==> src/sv/bsdl_pkg.sv <==
package bsdl_pkg;

  // Field widths of the requests, results and gains
  localparam int PITCH_W = 17;
  localparam int GYRO_W = 16;
  localparam int COUNT_W = 16;
  localparam int SUMC_W = COUNT_W + 1;
  localparam int KP_W = 24;
  localparam int KD_W = 16;
  localparam int KS_W = 16;
  localparam int DRIVE_W = 14;

  // Configuration port
  localparam int CFG_IDX_W = 2;
  localparam int CFG_DATA_W = 24;

  typedef enum logic [CFG_IDX_W-1:0] {
    CFG_BAL_P = 2'd0,
    CFG_BAL_D = 2'd1,
    CFG_SPEED = 2'd2
  } cfg_idx_e;

  localparam logic [KP_W-1:0] KP_RESET = KP_W'(307200);
  localparam logic [KD_W-1:0] KD_RESET = KD_W'(783);
  localparam logic [KS_W-1:0] KS_RESET = KS_W'(300);

  // Loop state and intermediate terms
  localparam int FILT_W = 26;
  localparam int INTEG_W = 23;
  localparam int SUMI_W = FILT_W + 1;
  localparam int BAL_W = 27;
  localparam int SPEED_W = 35;
  localparam int TOTAL_W = SPEED_W + 1;

  localparam int DRIVE_LIMIT = 6900;
  localparam int INTEGRAL_LIMIT = 10000;

  localparam logic signed [SUMI_W-1:0] INTEG_MAX = SUMI_W'(INTEGRAL_LIMIT * 256);
  localparam logic signed [SUMI_W-1:0] INTEG_MIN = -INTEG_MAX;
  localparam logic signed [TOTAL_W-1:0] DRIVE_MAX = TOTAL_W'(DRIVE_LIMIT);
  localparam logic signed [TOTAL_W-1:0] DRIVE_MIN = -DRIVE_MAX;
  localparam logic signed [DRIVE_W-1:0] DRIVE_MAX_OUT = DRIVE_W'(DRIVE_LIMIT);
  localparam logic signed [DRIVE_W-1:0] DRIVE_MIN_OUT = -DRIVE_MAX_OUT;

  // Digit-serial multiply-accumulate
  localparam int DIG_W = 4;
  localparam int MUL_X_W = 24;
  localparam int MUL_DIGITS = MUL_X_W / DIG_W;
  localparam int MAC_A_W = 35;
  localparam int MAC_H_W = MAC_A_W + DIG_W + 2;
  localparam int PROD_W = 52;

  // Q0.16 filter coefficients and scale factors, as multiplier words
  localparam int GYRO_SHIFT = 8;
  localparam logic [MUL_X_W-1:0] FILT_KEEP_X = MUL_X_W'(55050);
  localparam logic [MUL_X_W-1:0] FILT_TAKE_X = MUL_X_W'(10486 * 256);
  localparam logic [MUL_X_W-1:0] SPEED_SCALE_X = MUL_X_W'(200);
  localparam logic [MUL_X_W-1:0] UNIT_X = MUL_X_W'(1);

  // Q.16 product back to integer
  localparam int FRAC_SH = 16;
  localparam logic [PROD_W-1:0] TRUNC_BIAS = PROD_W'((1 << FRAC_SH) - 1);
  localparam logic [PROD_W-1:0] ROUND_HALF = PROD_W'(1 << (FRAC_SH - 1));

  // Speed division: /51200 = >>10 then /50, one digit a cycle
  localparam int DIV_SHIFT = 10;
  localparam int DIV_CONST = 50;
  localparam int DIV_R_W = $clog2(DIV_CONST);
  localparam int DIV_N_W = 40;
  localparam int DIV_DIGITS = DIV_N_W / DIG_W;

  typedef struct packed {
    logic signed [MAC_A_W-1:0] a;
    logic signed [MAC_A_W-1:0] b;
    logic [MUL_X_W-1:0]        x;
    logic [MUL_X_W-1:0]        y;
  } mac_op_t;

endpackage

==> src/sv/bsdl_if.sv <==
interface bsdl_in_if;
  logic                                   valid;
  logic                                   ready;
  logic signed [bsdl_pkg::PITCH_W-1:0]    pitch_q8;
  logic signed [bsdl_pkg::GYRO_W-1:0]     gyro_rate;
  logic signed [bsdl_pkg::COUNT_W-1:0]    left_count;
  logic signed [bsdl_pkg::COUNT_W-1:0]    right_count;

  modport source (output valid, pitch_q8, gyro_rate, left_count, right_count, input ready);
  modport sink (input valid, pitch_q8, gyro_rate, left_count, right_count, output ready);
endinterface

interface bsdl_out_if;
  logic                                   valid;
  logic                                   ready;
  logic signed [bsdl_pkg::DRIVE_W-1:0]    motor_drive;
  logic                                   drive_saturated;

  modport source (output valid, motor_drive, drive_saturated, input ready);
  modport sink (input valid, motor_drive, drive_saturated, output ready);
endinterface

interface bsdl_cfg_if;
  logic                                   valid;
  logic                                   ready;
  logic [bsdl_pkg::CFG_IDX_W-1:0]         addr;
  logic [bsdl_pkg::CFG_DATA_W-1:0]        data;

  modport source (output valid, addr, data, input ready);
  modport sink (input valid, addr, data, output ready);
endinterface

==> src/sv/bsdl_mac.sv <==
// Two-lane digit-serial multiply-accumulate: a*x + b*y, x and y unsigned.
// One digit of each multiplier per cycle; the accumulator shifts right and
// retired low digits collect in l_q, so the adder stays one operand wide.
module bsdl_mac (
  input  logic                                  clk_i,
  input  logic                                  rst_ni,
  input  logic                                  start_i,
  input  bsdl_pkg::mac_op_t                     op_i,
  output logic signed [bsdl_pkg::PROD_W-1:0]    prod_o,
  output logic                                  done_o
);

  localparam int CNT_W = $clog2(bsdl_pkg::MUL_DIGITS);
  localparam int PA_W = bsdl_pkg::MAC_A_W + bsdl_pkg::DIG_W + 1;

  logic signed [bsdl_pkg::MAC_A_W-1:0] a_q, b_q;
  logic [bsdl_pkg::MUL_X_W-1:0]        x_q, y_q, l_q;
  logic signed [bsdl_pkg::MAC_H_W-1:0] h_q, t;
  logic signed [PA_W-1:0]              pa, pb;
  logic [CNT_W-1:0]                    cnt_q;
  logic                                busy_q, done_q;

  // Partial products of the current digits, added to the running sum
  always_comb begin
    pa = a_q * $signed({1'b0, x_q[bsdl_pkg::DIG_W-1:0]});
    pb = b_q * $signed({1'b0, y_q[bsdl_pkg::DIG_W-1:0]});
    t  = h_q + bsdl_pkg::MAC_H_W'(pa) + bsdl_pkg::MAC_H_W'(pb);
  end

  // Sequence the digits
  always_ff @(posedge clk_i or negedge rst_ni) begin
    if (!rst_ni) begin
      busy_q <= 1'b0;
      done_q <= 1'b0;
      cnt_q  <= '0;
    end else begin
      done_q <= 1'b0;
      if (start_i) begin
        busy_q <= 1'b1;
        cnt_q  <= '0;
      end else if (busy_q) begin
        cnt_q <= cnt_q + 1'b1;
        if (cnt_q == CNT_W'(bsdl_pkg::MUL_DIGITS - 1)) begin
          busy_q <= 1'b0;
          done_q <= 1'b1;
        end
      end
    end
  end

  // Load operands, then shift one digit per cycle
  always_ff @(posedge clk_i) begin
    if (start_i) begin
      a_q <= op_i.a;
      b_q <= op_i.b;
      x_q <= op_i.x;
      y_q <= op_i.y;
      h_q <= '0;
      l_q <= '0;
    end else if (busy_q) begin
      h_q <= t >>> bsdl_pkg::DIG_W;
      l_q <= {t[bsdl_pkg::DIG_W-1:0], l_q[bsdl_pkg::MUL_X_W-1:bsdl_pkg::DIG_W]};
      x_q <= x_q >> bsdl_pkg::DIG_W;
      y_q <= y_q >> bsdl_pkg::DIG_W;
    end
  end

  assign prod_o = $signed({h_q[bsdl_pkg::PROD_W-bsdl_pkg::MUL_X_W-1:0], l_q});
  assign done_o = done_q;

endmodule

==> src/sv/bsdl_div.sv <==
// Digit-serial division of an unsigned word by a small constant: one
// quotient digit per cycle, the remainder never wider than the divisor.
module bsdl_div (
  input  logic                            clk_i,
  input  logic                            rst_ni,
  input  logic                            start_i,
  input  logic [bsdl_pkg::DIV_N_W-1:0]    dividend_i,
  output logic [bsdl_pkg::DIV_N_W-1:0]    quot_o,
  output logic                            done_o
);

  localparam int CNT_W = $clog2(bsdl_pkg::DIV_DIGITS);
  localparam int RT_W = bsdl_pkg::DIV_R_W + 1;
  localparam logic [RT_W-1:0] DIVISOR = RT_W'(bsdl_pkg::DIV_CONST);

  logic [bsdl_pkg::DIV_N_W-1:0] n_q, q_q;
  logic [bsdl_pkg::DIV_R_W-1:0] r_q, r_w;
  logic [RT_W-1:0]              r_t;
  logic [bsdl_pkg::DIG_W-1:0]   qd;
  logic [CNT_W-1:0]             cnt_q;
  logic                         busy_q, done_q;

  // Restoring steps for one digit
  always_comb begin
    r_w = r_q;
    r_t = '0;
    qd  = '0;
    for (int i = 0; i < bsdl_pkg::DIG_W; i++) begin
      r_t = {r_w, n_q[bsdl_pkg::DIV_N_W-1-i]};
      if (r_t >= DIVISOR) begin
        r_t = r_t - DIVISOR;
        qd[bsdl_pkg::DIG_W-1-i] = 1'b1;
      end
      r_w = r_t[bsdl_pkg::DIV_R_W-1:0];
    end
  end

  // Sequence the digits
  always_ff @(posedge clk_i or negedge rst_ni) begin
    if (!rst_ni) begin
      busy_q <= 1'b0;
      done_q <= 1'b0;
      cnt_q  <= '0;
    end else begin
      done_q <= 1'b0;
      if (start_i) begin
        busy_q <= 1'b1;
        cnt_q  <= '0;
      end else if (busy_q) begin
        cnt_q <= cnt_q + 1'b1;
        if (cnt_q == CNT_W'(bsdl_pkg::DIV_DIGITS - 1)) begin
          busy_q <= 1'b0;
          done_q <= 1'b1;
        end
      end
    end
  end

  // Shift the dividend out and the quotient in
  always_ff @(posedge clk_i) begin
    if (start_i) begin
      n_q <= dividend_i;
      r_q <= '0;
      q_q <= '0;
    end else if (busy_q) begin
      n_q <= n_q << bsdl_pkg::DIG_W;
      r_q <= r_w;
      q_q <= {q_q[bsdl_pkg::DIV_N_W-bsdl_pkg::DIG_W-1:0], qd};
    end
  end

  assign quot_o = q_q;
  assign done_o = done_q;

endmodule

==> src/sv/balance_and_speed_drive_loop.sv <==
// Channel  Role    Handshake        Carries
// in_i     sink    valid / ready    pitch_q8, gyro_rate, left_count, right_count
// out_o    source  valid / ready    motor_drive, drive_saturated
// cfg_i    sink    valid / ready    addr (gain index), data
//
// A request runs through four passes of the shared multiply-accumulate unit
// (six multiplier digits each) and a ten-digit divide; its result is loaded
// in the summing step, and the next request is taken once it is back in idle.
// in_i is ready only while no request is in work; a waiting result does not
// block it, but a new result is held back until out_o has taken the old one.
// Reset restores the gains and clears the speed filter and integral.
// cfg_i is always ready.
module balance_and_speed_drive_loop (
  input  logic          clk_i,
  input  logic          rst_ni,
  bsdl_in_if.sink       in_i,
  bsdl_out_if.source    out_o,
  bsdl_cfg_if.sink      cfg_i
);

  typedef enum logic [2:0] {
    ST_IDLE,
    ST_BAL,
    ST_FILT,
    ST_INTEG,
    ST_PSUM,
    ST_SPEED,
    ST_DIV,
    ST_SUM
  } state_e;

  state_e state_q;

  logic [bsdl_pkg::KP_W-1:0] kp_q;
  logic [bsdl_pkg::KD_W-1:0] kd_q;
  logic [bsdl_pkg::KS_W-1:0] ks_q;

  logic signed [bsdl_pkg::SUMC_W-1:0]  s_q;
  logic signed [bsdl_pkg::BAL_W-1:0]   bal_q;
  logic signed [bsdl_pkg::FILT_W-1:0]  filt_q, filt_new;
  logic signed [bsdl_pkg::INTEG_W-1:0] integ_q, integ_new;
  logic signed [bsdl_pkg::SPEED_W-1:0] spd_q, spd_new;
  logic                                neg_q;
  logic                                out_valid_q, out_sat_q;
  logic signed [bsdl_pkg::DRIVE_W-1:0] out_drive_q;

  logic                                in_acc, out_free;
  logic                                mac_start, mac_done, div_start, div_done;
  bsdl_pkg::mac_op_t                   mac_op;
  logic signed [bsdl_pkg::PROD_W-1:0]  mac_prod;
  logic [bsdl_pkg::PROD_W-1:0]         bal_tmp, filt_tmp, prod_mag;
  logic [bsdl_pkg::DIV_N_W-1:0]        div_quot;
  logic [bsdl_pkg::SPEED_W-1:0]        quot_cut;
  logic signed [bsdl_pkg::SUMI_W-1:0]  isum;
  logic signed [bsdl_pkg::TOTAL_W-1:0] total;

  assign in_acc   = in_i.valid && in_i.ready;
  assign out_free = !out_valid_q || out_o.ready;

  assign in_i.ready            = (state_q == ST_IDLE);
  assign cfg_i.ready           = 1'b1;
  assign out_o.valid           = out_valid_q;
  assign out_o.motor_drive     = out_drive_q;
  assign out_o.drive_saturated = out_sat_q;

  // Pick operands for each multiply-accumulate pass
  always_comb begin
    mac_start = 1'b0;
    mac_op    = '0;
    case (state_q)
      ST_IDLE: begin
        mac_start = in_acc;
        mac_op.a  = bsdl_pkg::MAC_A_W'(in_i.pitch_q8);
        mac_op.b  = bsdl_pkg::MAC_A_W'(in_i.gyro_rate);
        mac_op.x  = kp_q;
        mac_op.y  = bsdl_pkg::MUL_X_W'(kd_q) << bsdl_pkg::GYRO_SHIFT;
      end
      ST_BAL: begin
        mac_start = mac_done;
        mac_op.a  = bsdl_pkg::MAC_A_W'(filt_q);
        mac_op.b  = bsdl_pkg::MAC_A_W'(s_q);
        mac_op.x  = bsdl_pkg::FILT_KEEP_X;
        mac_op.y  = bsdl_pkg::FILT_TAKE_X;
      end
      ST_INTEG: begin
        mac_start = 1'b1;
        mac_op.a  = bsdl_pkg::MAC_A_W'(filt_q);
        mac_op.b  = bsdl_pkg::MAC_A_W'(integ_new);
        mac_op.x  = bsdl_pkg::SPEED_SCALE_X;
        mac_op.y  = bsdl_pkg::UNIT_X;
      end
      ST_PSUM: begin
        mac_start = mac_done;
        mac_op.a  = mac_prod[bsdl_pkg::MAC_A_W-1:0];
        mac_op.x  = bsdl_pkg::MUL_X_W'(ks_q);
      end
      default: begin
        mac_start = 1'b0;
      end
    endcase
  end

  bsdl_mac u_mac (
    .clk_i   (clk_i),
    .rst_ni  (rst_ni),
    .start_i (mac_start),
    .op_i    (mac_op),
    .prod_o  (mac_prod),
    .done_o  (mac_done)
  );

  // Balance: truncate toward zero; filter: round half up
  always_comb begin
    bal_tmp  = mac_prod + (mac_prod[bsdl_pkg::PROD_W-1] ? bsdl_pkg::TRUNC_BIAS : '0);
    filt_tmp = mac_prod + bsdl_pkg::ROUND_HALF;
    filt_new = filt_tmp[bsdl_pkg::FRAC_SH+bsdl_pkg::FILT_W-1:bsdl_pkg::FRAC_SH];
  end

  // Integrate the new filter value and clamp
  always_comb begin
    isum = bsdl_pkg::SUMI_W'(integ_q) + bsdl_pkg::SUMI_W'(filt_q);
    if (isum > bsdl_pkg::INTEG_MAX) begin
      integ_new = bsdl_pkg::INTEG_MAX[bsdl_pkg::INTEG_W-1:0];
    end else if (isum < bsdl_pkg::INTEG_MIN) begin
      integ_new = bsdl_pkg::INTEG_MIN[bsdl_pkg::INTEG_W-1:0];
    end else begin
      integ_new = isum[bsdl_pkg::INTEG_W-1:0];
    end
  end

  // Divide the speed product magnitude, then restore the sign
  assign prod_mag  = mac_prod[bsdl_pkg::PROD_W-1] ? -mac_prod : mac_prod;
  assign div_start = (state_q == ST_SPEED) && mac_done;
  assign quot_cut  = div_quot[bsdl_pkg::SPEED_W-1:0];
  assign spd_new   = neg_q ? -quot_cut : quot_cut;

  bsdl_div u_div (
    .clk_i      (clk_i),
    .rst_ni     (rst_ni),
    .start_i    (div_start),
    .dividend_i (prod_mag[bsdl_pkg::DIV_SHIFT+bsdl_pkg::DIV_N_W-1:bsdl_pkg::DIV_SHIFT]),
    .quot_o     (div_quot),
    .done_o     (div_done)
  );

  assign total = bsdl_pkg::TOTAL_W'(bal_q) + bsdl_pkg::TOTAL_W'(spd_q);

  // Gain registers
  always_ff @(posedge clk_i or negedge rst_ni) begin
    if (!rst_ni) begin
      kp_q <= bsdl_pkg::KP_RESET;
      kd_q <= bsdl_pkg::KD_RESET;
      ks_q <= bsdl_pkg::KS_RESET;
    end else if (cfg_i.valid && cfg_i.ready) begin
      case (bsdl_pkg::cfg_idx_e'(cfg_i.addr))
        bsdl_pkg::CFG_BAL_P: kp_q <= cfg_i.data[bsdl_pkg::KP_W-1:0];
        bsdl_pkg::CFG_BAL_D: kd_q <= cfg_i.data[bsdl_pkg::KD_W-1:0];
        bsdl_pkg::CFG_SPEED: ks_q <= cfg_i.data[bsdl_pkg::KS_W-1:0];
        default: ;
      endcase
    end
  end

  // Sequencer, loop state and result register
  always_ff @(posedge clk_i or negedge rst_ni) begin
    if (!rst_ni) begin
      state_q     <= ST_IDLE;
      filt_q      <= '0;
      integ_q     <= '0;
      out_valid_q <= 1'b0;
      out_drive_q <= '0;
      out_sat_q   <= 1'b0;
    end else begin
      // Raise valid on a new result, drop it once taken
      if ((state_q == ST_SUM) && out_free) begin
        out_valid_q <= 1'b1;
      end else if (out_o.ready) begin
        out_valid_q <= 1'b0;
      end
      case (state_q)
        ST_IDLE: begin
          if (in_acc) state_q <= ST_BAL;
        end
        ST_BAL: begin
          if (mac_done) state_q <= ST_FILT;
        end
        ST_FILT: begin
          if (mac_done) begin
            filt_q  <= filt_new;
            state_q <= ST_INTEG;
          end
        end
        ST_INTEG: begin
          integ_q <= integ_new;
          state_q <= ST_PSUM;
        end
        ST_PSUM: begin
          if (mac_done) state_q <= ST_SPEED;
        end
        ST_SPEED: begin
          if (mac_done) state_q <= ST_DIV;
        end
        ST_DIV: begin
          if (div_done) state_q <= ST_SUM;
        end
        ST_SUM: begin
          if (out_free) begin
            if (total > bsdl_pkg::DRIVE_MAX) begin
              out_drive_q <= bsdl_pkg::DRIVE_MAX[bsdl_pkg::DRIVE_W-1:0];
              out_sat_q   <= 1'b1;
            end else if (total < bsdl_pkg::DRIVE_MIN) begin
              out_drive_q <= bsdl_pkg::DRIVE_MIN[bsdl_pkg::DRIVE_W-1:0];
              out_sat_q   <= 1'b1;
            end else begin
              out_drive_q <= total[bsdl_pkg::DRIVE_W-1:0];
              out_sat_q   <= 1'b0;
            end
            state_q <= ST_IDLE;
          end
        end
        default: state_q <= ST_IDLE;
      endcase
    end
  end

  // Hold intermediate terms between passes
  always_ff @(posedge clk_i) begin
    if (in_acc) begin
      s_q <= bsdl_pkg::SUMC_W'(in_i.left_count) + bsdl_pkg::SUMC_W'(in_i.right_count);
    end
    if ((state_q == ST_BAL) && mac_done) begin
      bal_q <= bal_tmp[bsdl_pkg::FRAC_SH+bsdl_pkg::BAL_W-1:bsdl_pkg::FRAC_SH];
    end
    if (div_start) begin
      neg_q <= mac_prod[bsdl_pkg::PROD_W-1];
    end
    if ((state_q == ST_DIV) && div_done) begin
      spd_q <= spd_new;
    end
  end

  // An accepted request always starts the balance pass
  a_accept_starts : assert property (@(posedge clk_i) disable iff (!rst_ni)
    in_acc |=> (state_q == ST_BAL))
    else $error("request accepted but balance pass not started");

  // The integral never leaves its clamp range
  a_integ_bound : assert property (@(posedge clk_i) disable iff (!rst_ni)
    (integ_q <= bsdl_pkg::INTEG_MAX) && (integ_q >= bsdl_pkg::INTEG_MIN))
    else $error("speed integral outside its limit");

  // A new result appears only from the summing step
  a_load_from_sum : assert property (@(posedge clk_i) disable iff (!rst_ni)
    $rose(out_valid_q) |-> $past(state_q == ST_SUM))
    else $error("result loaded outside the summing step");

  // A saturated result sits exactly on a limit
  a_sat_value : assert property (@(posedge clk_i) disable iff (!rst_ni)
    (out_valid_q && out_sat_q) |->
      ((out_drive_q == bsdl_pkg::DRIVE_MAX_OUT) || (out_drive_q == bsdl_pkg::DRIVE_MIN_OUT)))
    else $error("saturated drive not at the limit");

endmodule
==> src/flat_wrapper.sv <==
// flat-port wrapper written by rule: the top's interface ports become plain ports
module balance_and_speed_drive_loop_flat 
  (clk_i, rst_ni, in_i_valid, in_i_pitch_q8, in_i_gyro_rate, in_i_left_count, in_i_right_count, in_i_ready, out_o_valid, out_o_motor_drive, out_o_drive_saturated, out_o_ready, cfg_i_valid, cfg_i_addr, cfg_i_data, cfg_i_ready);
  bsdl_in_if in_i_i ();
  bsdl_out_if out_o_i ();
  bsdl_cfg_if cfg_i_i ();
  input  logic clk_i;
  input  logic rst_ni;
  input wire logic [$bits(in_i_i.valid)-1:0] in_i_valid;
  input wire logic [$bits(in_i_i.pitch_q8)-1:0] in_i_pitch_q8;
  input wire logic [$bits(in_i_i.gyro_rate)-1:0] in_i_gyro_rate;
  input wire logic [$bits(in_i_i.left_count)-1:0] in_i_left_count;
  input wire logic [$bits(in_i_i.right_count)-1:0] in_i_right_count;
  output wire logic [$bits(in_i_i.ready)-1:0] in_i_ready;
  output wire logic [$bits(out_o_i.valid)-1:0] out_o_valid;
  output wire logic [$bits(out_o_i.motor_drive)-1:0] out_o_motor_drive;
  output wire logic [$bits(out_o_i.drive_saturated)-1:0] out_o_drive_saturated;
  input wire logic [$bits(out_o_i.ready)-1:0] out_o_ready;
  input wire logic [$bits(cfg_i_i.valid)-1:0] cfg_i_valid;
  input wire logic [$bits(cfg_i_i.addr)-1:0] cfg_i_addr;
  input wire logic [$bits(cfg_i_i.data)-1:0] cfg_i_data;
  output wire logic [$bits(cfg_i_i.ready)-1:0] cfg_i_ready;
  assign in_i_i.valid = in_i_valid;
  assign in_i_i.pitch_q8 = in_i_pitch_q8;
  assign in_i_i.gyro_rate = in_i_gyro_rate;
  assign in_i_i.left_count = in_i_left_count;
  assign in_i_i.right_count = in_i_right_count;
  assign in_i_ready = in_i_i.ready;
  assign out_o_valid = out_o_i.valid;
  assign out_o_motor_drive = out_o_i.motor_drive;
  assign out_o_drive_saturated = out_o_i.drive_saturated;
  assign out_o_i.ready = out_o_ready;
  assign cfg_i_i.valid = cfg_i_valid;
  assign cfg_i_i.addr = cfg_i_addr;
  assign cfg_i_i.data = cfg_i_data;
  assign cfg_i_ready = cfg_i_i.ready;
  balance_and_speed_drive_loop u_core (.clk_i(clk_i), .rst_ni(rst_ni), .in_i(in_i_i), .out_o(out_o_i), .cfg_i(cfg_i_i));
endmodule
==> config.mk <==
export PLATFORM = sky130hd
export DESIGN_NAME = balance_and_speed_drive_loop_flat
export DESIGN_NICKNAME = d
export VERILOG_FILES = /design/src/sv/bsdl_pkg.sv /design/src/sv/bsdl_if.sv /design/src/sv/bsdl_mac.sv /design/src/sv/bsdl_div.sv /design/src/sv/balance_and_speed_drive_loop.sv /design/src/flat_wrapper.sv
export SDC_FILE = /design/constraint.sdc
export NUM_CORES = 2
export LEC_CHECK = 0
export BUFFER_PORTS_ARGS = -buffer_cell sky130_fd_sc_hd__buf_2
export CAP_MARGIN = 5
export CORE_ASPECT_RATIO = 0.6
export CORE_MARGIN = 3
export CORE_UTILIZATION = 38
export CTS_BUF_LIST = sky130_fd_sc_hd__clkbuf_16
export DETAILED_ROUTE_END_ITERATION = 10
export PLACE_DENSITY = 0.55
export SLEW_MARGIN = 30
export SYNTH_ARGS = -nofsm -noshare
export SYNTH_HDL_FRONTEND = slang
export SYNTH_SLANG_ARGS = --single-unit
==> constraint.sdc <==
create_clock -name clk_i -period 5.68 [get_ports clk_i]
set_input_delay 0.568 -clock clk_i [delete_from_list [all_inputs] [get_ports clk_i]]
set_output_delay 0.568 -clock clk_i [all_outputs]
set_load 0.02 [all_outputs]
==> flow_metrics.env <==
export IMPL_status="finished with violations"
export IMPL_violations="setup timing"
export IMPL_drcViolationCount=0
export IMPL_grt_max_degree=82
export IMPL_cts_sinks=463
export IMPL_cpPeakStageDelay_ns=0.55
export IMPL_core_area_um2=94500
export IMPL_grt_pass1_wl_mm=169
export IMPL_synth_avg_cell_area_um2=9.53
export IMPL_period_minus_slack_ns=6.03
export IMPL_syn_inst=3828
export IMPL_port_buffers=112
export IMPL_num_fill_cells=9180
export IMPL_wl_met2_mm=39.8
export IMPL_grt_pass1_vias=26613
export IMPL_clk_path_buf_depth=3
export IMPL_rows=87
export IMPL_drive_above_1_share=0.163
export IMPL_synthArstFlopShare=0.292
export IMPL_synth_edf_count=226
export IMPL_via_per_inst=5.34
export IMPL_met3WireLength_mm=10.9
export IMPL_reg2reg_setup_slack_ns=-0.35
export IMPL_hold_path_class="in2reg"
export IMPL_cp_depth=24
export IMPL_chipHeight_um=246
export IMPL_worstPathArrival_ns=6.53
export IMPL_tightestPinTransition_ns=0.958
export IMPL_clk_pin_slew_ns=0.07
export IMPL_start_kind="flip-flop"
export IMPL_vias=28477
export IMPL_ys_seq_area_frac=0.335
export IMPL_wl_met1_mm=59.6
export IMPL_syn_num_nets=4392
export IMPL_top_layer="met5"
export IMPL_cts_buffers=48
export IMPL_synth_warnings=0
export IMPL_gp_congestion=0.944
export IMPL_rsz0062_at_grt="yes"
export IMPL_synth_ff_type="edfxtp_1"
export IMPL_cpLargestDelayFamily="adder cells"
export IMPL_r2r_end="u_core.u_mac.h_q[35]"
export IMPL_min_from="cfg_i_data[23]"
export IMPL_skew_ns=0.0365
export IMPL_cp_cell_sequence="buf_6, buf_6, buf_6, nand2_2, fa_2, inv_1, fa_1, fa_2, fa_1, inv_1, fa_1, inv_1, ha_2, a21o_1, a21o_1, a21oi_2, a2bb2oi_4, o211ai_1, a21oi_2, o311ai_4, a41o_1, a31oi_1, xor2_1, o22ai_1"
export IMPL_die_area_um2=99800
export IMPL_path_class="reg2reg"
export IMPL_place_hpwl_mm=87.8
export IMPL_overflow=0
export IMPL_place_ws_ns=-0.664
export IMPL_cp_max_fo=4
export IMPL_synth_area_leaders="edfxtp_1, fa_1, dfrtp_1"
export IMPL_holdPathStages=2
export IMPL_crit_buf_inv=6
export IMPL_max_slew_margin_rel=0.355
export IMPL_synthToLayoutAreaGrowth_pct=15.5
export IMPL_cp_slowest_cell="fa_2"
export IMPL_firstDrtPassIters=6
export IMPL_synth_area_um2=36500
export IMPL_yosys_area_top_type_share=0.186
export IMPL_h_tree_depth=2
export IMPL_drt_iter0_markers=2667
export IMPL_post_drt_wl_per_cell_um=21.0
export IMPL_antenna_found_initial=2
export IMPL_rr_worst_depth=24
export IMPL_grt_usage=0.221
export IMPL_timing_fmax_mhz=166
export IMPL_start_util=0.386
export IMPL_fin_ws_ns=-0.354
export IMPL_maxCapViolCount=0
export IMPL_root_buffer="clkbuf_16"
export IMPL_wl_mm=112
export IMPL_cts_tree="yes"
export IMPL_clock_latency_ns=0.64
export IMPL_die_w_um=406
export IMPL_setup_viol=21
export IMPL_slew_violations=0
export IMPL_hold_path_endpoint="u_core.kp_q[23]"
export IMPL_cp_required_ns=6.17
export IMPL_critPathLaunch="u_core.u_mac.y_q[3]"
export IMPL_synth_cell_types=98
export IMPL_synth_seq_cells=463
export IMPL_end_kind="flip-flop"
export IMPL_hold_viol_final=0
export IMPL_pin_count=114
export IMPL_ant_nets=0
export IMPL_reg2reg_from="u_core.u_mac.y_q[3]"
export IMPL_final_nets=4605
export IMPL_fin_crit_sh=1.06
export IMPL_yosys_area_top_type="edfxtp_1"
## synth_stat cells, drive strengths merged (20+ instances only)
master  instances
nand2b         39
nor2b          24
inv           402
or3            30
a21o           70
mux2           66
nand3          72
clkbuf        151
mux2i         106
edfxtp        226
o31ai          40
nand4          30
and2          183
nand2         348
nor2          284
and3           26
buf            26
a22oi          20
ha            224
fa            244
xnor2         115
nor4           25
o21ai         218
nor3           47
a21oi         170
dfrtp         121
dfxtp         102
xor2           95
a211oi         33
o211ai         23
## placed cells by master (no fill, tap or decap), drive strengths merged, types with 49 or more instances in the layout
cell,instances
xor2,95
nand2,348
ha,224
nor2,284
inv,407
o21ai,218
mux2i,106
a21o,70
and2,183
a21oi,170
nand3,72
clkbuf,49
xnor2,115
edfxtp,226
mux2,66
dfrtp,121
fa,244
dfxtp,102
buf,339
## how the worst max path moves through the flow
stage,endpoint,slack (ns)
2_1_floorplan,u_core.u_mac.h_q[24],-0.003
3_5_place_dp,u_core.u_mac.h_q[36],-0.66
3_3_place_gp,u_core.u_mac.h_q[34],-0.54
4_1_cts,u_core.u_mac.h_q[24],-0.31
5_1_grt,u_core.u_mac.h_q[36],-0.53
6_report,u_core.u_mac.h_q[35],-0.35
## layout make-up
| cell class | count | area (um2) | area share |
|---|---|---|---|
| diodes | 2 | 5.00 | 0.000119 |
| flip-flops and latches | 463 | 12200 | 0.290 |
| inverters | 402 | 1520 | 0.0361 |
| clock inverters | 40 | 437 | 0.0104 |
| well taps | 1246 | 1560 | 0.0370 |
| clock buffers | 49 | 1230 | 0.0291 |
| multi-input cells | 2786 | 22700 | 0.538 |
| repair buffers | 340 | 2480 | 0.0588 |
## registers in the layout, summed over array words and instances (netlist names), 24 cells and up
signal               cells
u_core.kp_q             24
u_core.filt_q           26
u_core.u_div.n_q        40
u_core.u_div.quot_o     35
u_core.u_mac.l_q        24
u_core.u_mac.h_q        37
u_core.bal_q            27
u_core.u_mac.x_q        24
u_core.u_mac.y_q        24
u_core.spd_q            35
u_core.u_mac.a_q        35
## cell families after synthesis
kind of cell | after synthesis | synth area share
buf+inv | 579 | 0.0603
mux | 172 | 0.0496
simple gates | 1182 | 0.160
compound gates | 753 | 0.134
xor+xnor | 210 | 0.0504
fa+ha+maj | 468 | 0.211
flops | 463 | 0.335
other cells | 1 | 0.000103
## worst register-to-register path: stages, from the launching register on
cell and delay, ns:
edfxtp_1 0.38, buf_6 0.14, buf_6 0.12, buf_6 0.11, nand2_2 0.06, fa_2 0.55, inv_1 0.05, fa_1 0.47
fa_2 0.50, fa_1 0.55, inv_1 0.06, fa_1 0.52, inv_1 0.04, ha_2 0.18, a21o_1 0.19, a21o_1 0.19
a21oi_2 0.21, a2bb2oi_4 0.20, o211ai_1 0.22, a21oi_2 0.30, o311ai_4 0.14, a41o_1 0.29, a31oi_1 0.21, xor2_1 0.16
o22ai_1 0.07
## per-stage QoR
stage / util / instances / hold slack, ns / area (um2) / setup TNS, ns
final: 0.446 / 5328 / 0.160 / 42100 / -2.96
after global routing: 0.446 / 5326 / 0.137 / 42100 / -7.24
after CTS: 0.440 / 5316 / 0.117 / 41600 / -2.53
after detailed placement: 0.420 / 5219 / 0.473 / 39700 / -5.88
after global placement: 0.419 / 5216 / 0.461 / 39600 / -4.65
after floorplan: - / 3828 / 0.272 / 36500 / -0.00349
## layer usage
layer	vias to the layer above	global-route usage
li1	13595	-
met1	13896	0.372
met2	884	0.270
met3	94	0.0636
met4	8	0.0315
met5	-	0.0112
## timing repair
item | 4_1_cts | 5_1_grt
hold endpoints to repair | 50 | 0
pin swaps | 9 | 73
endpoints found under the setup margin | 22 | 26
cloned | 0 | 1
gates resized for setup | 37 | 99
setup buffers | 7 | 11
hold buffers | 1 | 0
Power is not shown: default switching activity piles up to over one toggle a cycle in this logic, so the estimate is an artifact.
